--- src/hdl/prefix_code_bit_packer_macros.svh ---
// Assertion macros for the prefix code bit packer.
// Used by the top level; expects clk_i and rst_ni in scope.
`ifndef PREFIX_CODE_BIT_PACKER_MACROS_SVH
`define PREFIX_CODE_BIT_PACKER_MACROS_SVH

// Same-cycle implication, checked outside reset.
`define PCBP_ASSERT_IMPL(lbl, ante, cons, msg) \
  lbl: assert property (@(posedge clk_i) disable iff (!rst_ni) (ante) |-> (cons)) \
    else $error(msg);

// Next-cycle implication, checked outside reset.
`define PCBP_ASSERT_NEXT(lbl, ante, cons, msg) \
  lbl: assert property (@(posedge clk_i) disable iff (!rst_ni) (ante) |=> (cons)) \
    else $error(msg);

`endif

--- src/hdl/pcbp_pkg.sv ---
// Shared types and constants of the prefix code bit packer.
// No dependencies.
package pcbp_pkg;

  localparam int BYTE_BITS         = 8;
  localparam int DEF_MAX_CODE_BITS = 32;
  localparam int DEF_SYMBOL_COUNT  = 256;

  typedef enum logic [1:0] {
    MODE_LOAD   = 2'd0,
    MODE_ENCODE = 2'd1,
    MODE_FLUSH  = 2'd2
  } mode_e;

  typedef enum logic [1:0] {
    ST_IDLE,
    ST_FETCH,
    ST_STEP,
    ST_FLUSH
  } state_e;

  // Status of one merge step of the shift unit.
  typedef struct packed {
    logic full;  // byte completes in this step
    logic last;  // no further byte can follow from this codeword
    logic done;  // codeword fully consumed
  } step_stat_t;

endpackage

--- src/hdl/pcbp_step.sv ---
// Shift-and-merge unit: moves up to one byte's worth of codeword bits into
// the partial byte per use. Depends on pcbp_pkg.
module pcbp_step #(
  parameter int CODE_W = 32,
  parameter int LEN_W  = 6
) (
  input  logic [7:0]        partial_i,
  input  logic [2:0]        fill_i,
  input  logic [CODE_W-1:0] cw_i,      // pending codeword bits, left aligned
  input  logic [LEN_W-1:0]  rem_i,     // pending codeword bit count
  output logic [7:0]        merged_o,
  output logic [7:0]        partial_o,
  output logic [2:0]        fill_o,
  output logic [CODE_W-1:0] cw_o,
  output logic [LEN_W-1:0]  rem_o,
  output pcbp_pkg::step_stat_t stat_o
);
  import pcbp_pkg::*;

  logic [3:0] room;
  logic [3:0] take;
  logic [7:0] kept;
  logic [3:0] fill_sum;

  always_comb begin
    room = 4'(BYTE_BITS) - {1'b0, fill_i};
    take = (rem_i < LEN_W'(room)) ? rem_i[3:0] : room;
    // keep the top take bits of the codeword window
    kept = cw_i[CODE_W-1 -: 8] & ~(8'hFF >> take);
    merged_o = partial_i | (kept >> fill_i);
    fill_sum = {1'b0, fill_i} + take;
    cw_o = cw_i << take;
    rem_o = rem_i - LEN_W'(take);
    stat_o.full = fill_sum[3];
    stat_o.done = (rem_o == '0);
    stat_o.last = (rem_o < LEN_W'(BYTE_BITS));
    fill_o = fill_sum[2:0];
    partial_o = fill_sum[3] ? 8'h00 : merged_o;
  end

endmodule

--- config.mk ---
export PLATFORM = sky130hd
export DESIGN_NAME = pcbp_step
export DESIGN_NICKNAME = d
export VERILOG_FILES = /design/src/hdl/prefix_code_bit_packer_macros.svh /design/src/hdl/pcbp_pkg.sv /design/src/hdl/pcbp_step.sv
export SDC_FILE = /design/constraint.sdc
export NUM_CORES = 1
export LEC_CHECK = 0
export ABC_AREA = 1
export ABC_CLOCK_PERIOD_IN_PS = 4600
export BUFFER_PORTS_ARGS = -buffer_cell sky130_fd_sc_hd__buf_2
export CAP_MARGIN = 15
export CORE_MARGIN = 4
export CORE_UTILIZATION = 30
export DETAILED_ROUTE_END_ITERATION = 8
export SLEW_MARGIN = 20
export SYNTH_ARGS = -nofsm -noshare
export SYNTH_HDL_FRONTEND = slang
export SYNTH_SLANG_ARGS = --single-unit
--- constraint.sdc ---
create_clock -name vclk -period 4.6
set_input_delay 0.92 -clock vclk [all_inputs]
set_output_delay 0.92 -clock vclk [all_outputs]
set_load 0.1 [all_outputs]
# ---- Word-level counts from Yosys, hierarchy flattened
# Index checks and enable logic that the tools add are counted.
# W data, S select, Z words.
dict set report totals {
  register_bits 0
  in_bits 49
  out_inout_bits 60
  wordCells 14
}
dict set report classes {
  shift 3
  n_reduce_logical 1
  add_sub_neg 3
  n_mux 2
  bitwise 3
  magnitude_cmp 2
}
# op n
set op_table {}
lappend op_table {{$shl A32 B4 Y32} 1}
lappend op_table {{$and A8 B8 Y8} 1}
lappend op_table {{$mux W8} 1}
lappend op_table {{$not A8 Y8} 1}
lappend op_table {{$or A8 B8 Y8} 1}
lappend op_table {{$shr A8 B3 Y8} 1}
lappend op_table {{$shr A8 B4 Y8 const A} 1}
lappend op_table {{$logic_not A6 Y1} 1}
lappend op_table {{$lt A6 B4 Y1} 1}
lappend op_table {{$lt A6 B4 Y1 const B} 1}
lappend op_table {{$sub A6 B4 Y6} 1}
lappend op_table {{$add A3 B4 Y4} 1}
lappend op_table {{$mux W4} 1}
lappend op_table {{$sub A4 B3 Y4 const A} 1}

# ---- Logic depth before layout (Yosys ltp)
dict set report logic_depth {
  depth_word 9
  mapped_depth 24
  mapped_depth_nobuf 23
}

# ---- Worst setup path before layout
# Ideal clock, no wire load.
dict set report synth_timing {
  path_type {input port to output port}
  startpoint {input fill_i[0]}
  endpoint {output partial_o[0]}
  path_buffers 3
  path_stages 18
  arrival_ns 6.226
  required_time_ns 3.680
  slack_ns -2.546
  cell_sequence {buf_4 > clkinv_1 > ha_1 > inv_1 > ha_1 > a21oi_1 > nand2_2 > nand2_8 > nand2_8 > nand2_1 > nand2_2 > buf_4 > buf_2 > ha_1 > nand2_1 > o21ai_0 > xor2_1 > a21oi_1}
}
# element line_no
set synth_rtl {}
lappend synth_rtl {{from (decl)} pcbp_step.sv:8} ;# input logic [2:0] fill_i,
lappend synth_rtl {{to (decl)} pcbp_step.sv:12} ;# output logic [7:0] partial_o,

# ---- Worst setup path after layout
dict set report layout_timing {
  startpoint {input fill_i[1]}
  endpoint {output partial_o[7]}
}
dict set report layout_between {
  elab_chain_len 9
  word_cells_on_any_way 10
  classes_between {add/sub (2); order compare (1); shift (2); mux (2); bitwise (3)}
}
# element line_no
set layout_rtl {}
lappend layout_rtl {{$sub A4 B3 Y4} pcbp_step.sv:26} ;# room = 4'(BYTE_BITS) - {1'b0, fill_i};
lappend layout_rtl {{$lt A6 B4 Y1} pcbp_step.sv:27} ;# take = (rem_i < LEN_W'(room)) ? rem_i[3:0] : room;
lappend layout_rtl {{$mux W4} pcbp_step.sv:27}
lappend layout_rtl {{$shr A8 B4 Y8} pcbp_step.sv:29} ;# kept = cw_i[CODE_W-1 -: 8] & ~(8'hFF >> take);
lappend layout_rtl {{$not A8 Y8} pcbp_step.sv:29}
lappend layout_rtl {{$and A8 B8 Y8} pcbp_step.sv:29}
lappend layout_rtl {{$shr A8 B3 Y8} pcbp_step.sv:30} ;# merged_o = partial_i | (kept >> fill_i);
lappend layout_rtl {{$or A8 B8 Y8} pcbp_step.sv:30}
lappend layout_rtl {{$mux W8 (*)} pcbp_step.sv:38} ;# partial_o = fill_sum[3] ? 8'h00 : merged_o;
# Every way passes the cells marked *; elsewhere a longest branch is shown, timed or not.

==> results.md <==
- Status: finished clean
- DR WL/cell: 14.0 um
- Syn Std Cell Area: 2470 um^2
- Layout area overhead: 86.0%
- Via Count: between 3000 and 4000
- Initial DRT Pass Iterations: 4
- Height of the die: around 99 um
- Slew of the pin with the lowest slew margin: 473 ps
- Starting DRC count in detailed routing: 90
- Commonest non-fill, non-tap cell in the layout: nand2_1
- Startpoint Class: primary input
- Kind of critical path: in -> out
- Routability cong.: roughly 0.93
- Initial antenna violation count: 0
- N_diodes: 0
- Sequential share of the synthesized area: 0
- Die W: 98.7 um
- Critical Path AT: 3570 ps
- Final Hold Fails: 0
- Yosys cell types: 37
- DRC errors left: 0
- Pin count of the biggest net entering global routing: 42
- Critical Path Max Stage Delay: 290 ps
- Final setup vio count: 0
- Leak pwr: 2.29 nW
- CP Max Fanout: 10
- Slew HR: 0.681
- Seq_cells: 0
- Starting density of the core: 0.314
- Pwr Total: between 1.5 and 2 mW
- Max-cap check violation count: 0
- Clock Buffer Count: 0
- Commonest cells after routing, fill and taps aside: 168 x nand2_1, 78 x nand3_1, 61 x buf_12
- Worst VDD drop: between 0.2 and 0.25 mV
- Post-DP HPWL: about 8700 um
- # hold bufs at CTS: 0
- Via count of the first global-routing pass: about 3500
- Register area: 0 um^2
- GRT Overall Usage: 0.199
- Routed wire length: 10200 um
- PortBufs: 109
- HP Start: partial_i[6]
- Synth Net Count: approximately 560
- Setup crit start: fill_i[1]
- Fillcell total: approximately 790
- Vias per cell: between 4 and 5
- F_max: 223 MHz
- Fin nets: a little under 700
- Mapped Cells: 499
- Boundary Pins: 109
- Global route total overflow: 0
- PD cells: 389 nW/um^2
- Post-Syn Area per Cell: 4.94 um^2
- Dpl ws: roughly 23 ps
- Total die area: about 9700 um^2
- Fin crit period: 4490 ps
- HP Class: in -> out
- Warnings, synthesis: 0
- Core Area: 7850 um^2
- CP max-delay cell: ha_4
- Share of layout cells above drive strength 1: 0.371
- Cell Rows: 32
- Number of routed nets with antenna violations: 0
- Crit share post-route: 0.976
- Critical Path RT: 3680 ps
- First-pass GRT wire length: 16500 um
- CP Cell Sequence: clkbuf_4, inv_1, ha_4, inv_2, ha_4, a21oi_2, nand2_2, nand2_8, nand2_8, nand2_2, nand2_2, ha_4, a21oi_4, o21ai_4, xor2_4, buf_12, a21oi_4, buf_12
- Crit. End Element: primary output
- Final worst slack: around 110 ps
- Fin. max-slew vios: 0
==> metrics by stage <==
| stage | cells | cell area [um^2] | util | TNS [ps] | hold slack [ps] |
|---|---|---|---|---|---|
| after floorplan | 499 | 2810 | - | -5070 | 2120 |
| after CTS | 720 | 4440 | 0.565 | 0 | 2260 |
| final | 724 | 4590 | 0.585 | 0 | 2260 |
| after global placement | 720 | 4440 | 0.565 | 0 | 2260 |
| after detailed placement | 720 | 4440 | 0.565 | 0 | 2260 |
| after global routing | 724 | 4590 | 0.585 | -34.6 | 2290 |
==> synth_stat cells (3+ instances only) <==
library cell    n  area share
a21oi_1        11       0.022
buf_1           3      0.0046
buf_2           7       0.014
buf_4           7       0.021
buf_6           4       0.018
clkbuf_1        3      0.0046
ha_1            9       0.046
inv_1          56       0.085
inv_2           4      0.0061
nand2_1       179        0.27
nand2_2        10       0.025
nand3_1        80        0.16
nor2_1         26       0.040
o211ai_1       12       0.037
o21ai_0        15       0.030
o21ai_1        33       0.067
o21bai_1        3      0.0091
or2_1          11       0.028
==> per-layer routing <==
layer / global-route usage / up-vias / part of all wire
li1: - / 1863 / -
met1: 0.247 / 1569 / 0.42
met2: 0.365 / 107 / 0.50
met3: 0.0198 / 14 / 0.056
met4: 0.0473 / 0 / 0.026
met5: 0 / - / 0
==> repair_timing <==
| item | in CTS | in global routing |
|---|---|---|
| setup buffers | 0 | 3 |
| endpoints found under the setup margin | 0 | 43 |
| endpoints found under the hold margin | 0 | 0 |
| resized for setup | 0 | 24 |
==> worst max-delay path, delay by kind of cell <==
kind,cells,cell delay (ps)
AO/OA/AOI/OAI,4,520
AND/OR/NAND/NOR,5,480
adder cells (fa/ha/maj),3,790
buffers and inverters,5,640
XOR/XNOR,1,220
==> power by group <==
| part | switching, mW | leakage, nW | internal, mW |
|---|---|---|---|
| Sequential | 0 | 0 | 0 |
| Clock | 0 | 0 | 0 |
| Combinational | 1.19 | 2.29 | 0.597 |
==> cell families after synthesis <==
group	share of synthesized area
AND/OR/NAND/NOR	0.584
buffers and inverters	0.156
AO/OA/AOI/OAI	0.192
adder cells (fa/ha/maj)	0.0538
XOR/XNOR	0.0107
multiplexers	0.00406
==> cell type report <==
cell class	instances	area (um^2)	share of cell area
Timing Repair Buffer	147	1770	0.386
Multi-Input combinational cell	414	2440	0.533
Tap cell	102	128	0.0278
Inverter	61	245	0.0534
==> worst paths after layout <==
path	slack [ps]	to	depth (start not counted)
worst max-delay path	110	partial_o[7]	18
worst min-delay path	2260	partial_o[6]	4
Note: power is estimated with default switching activity, not from simulation.
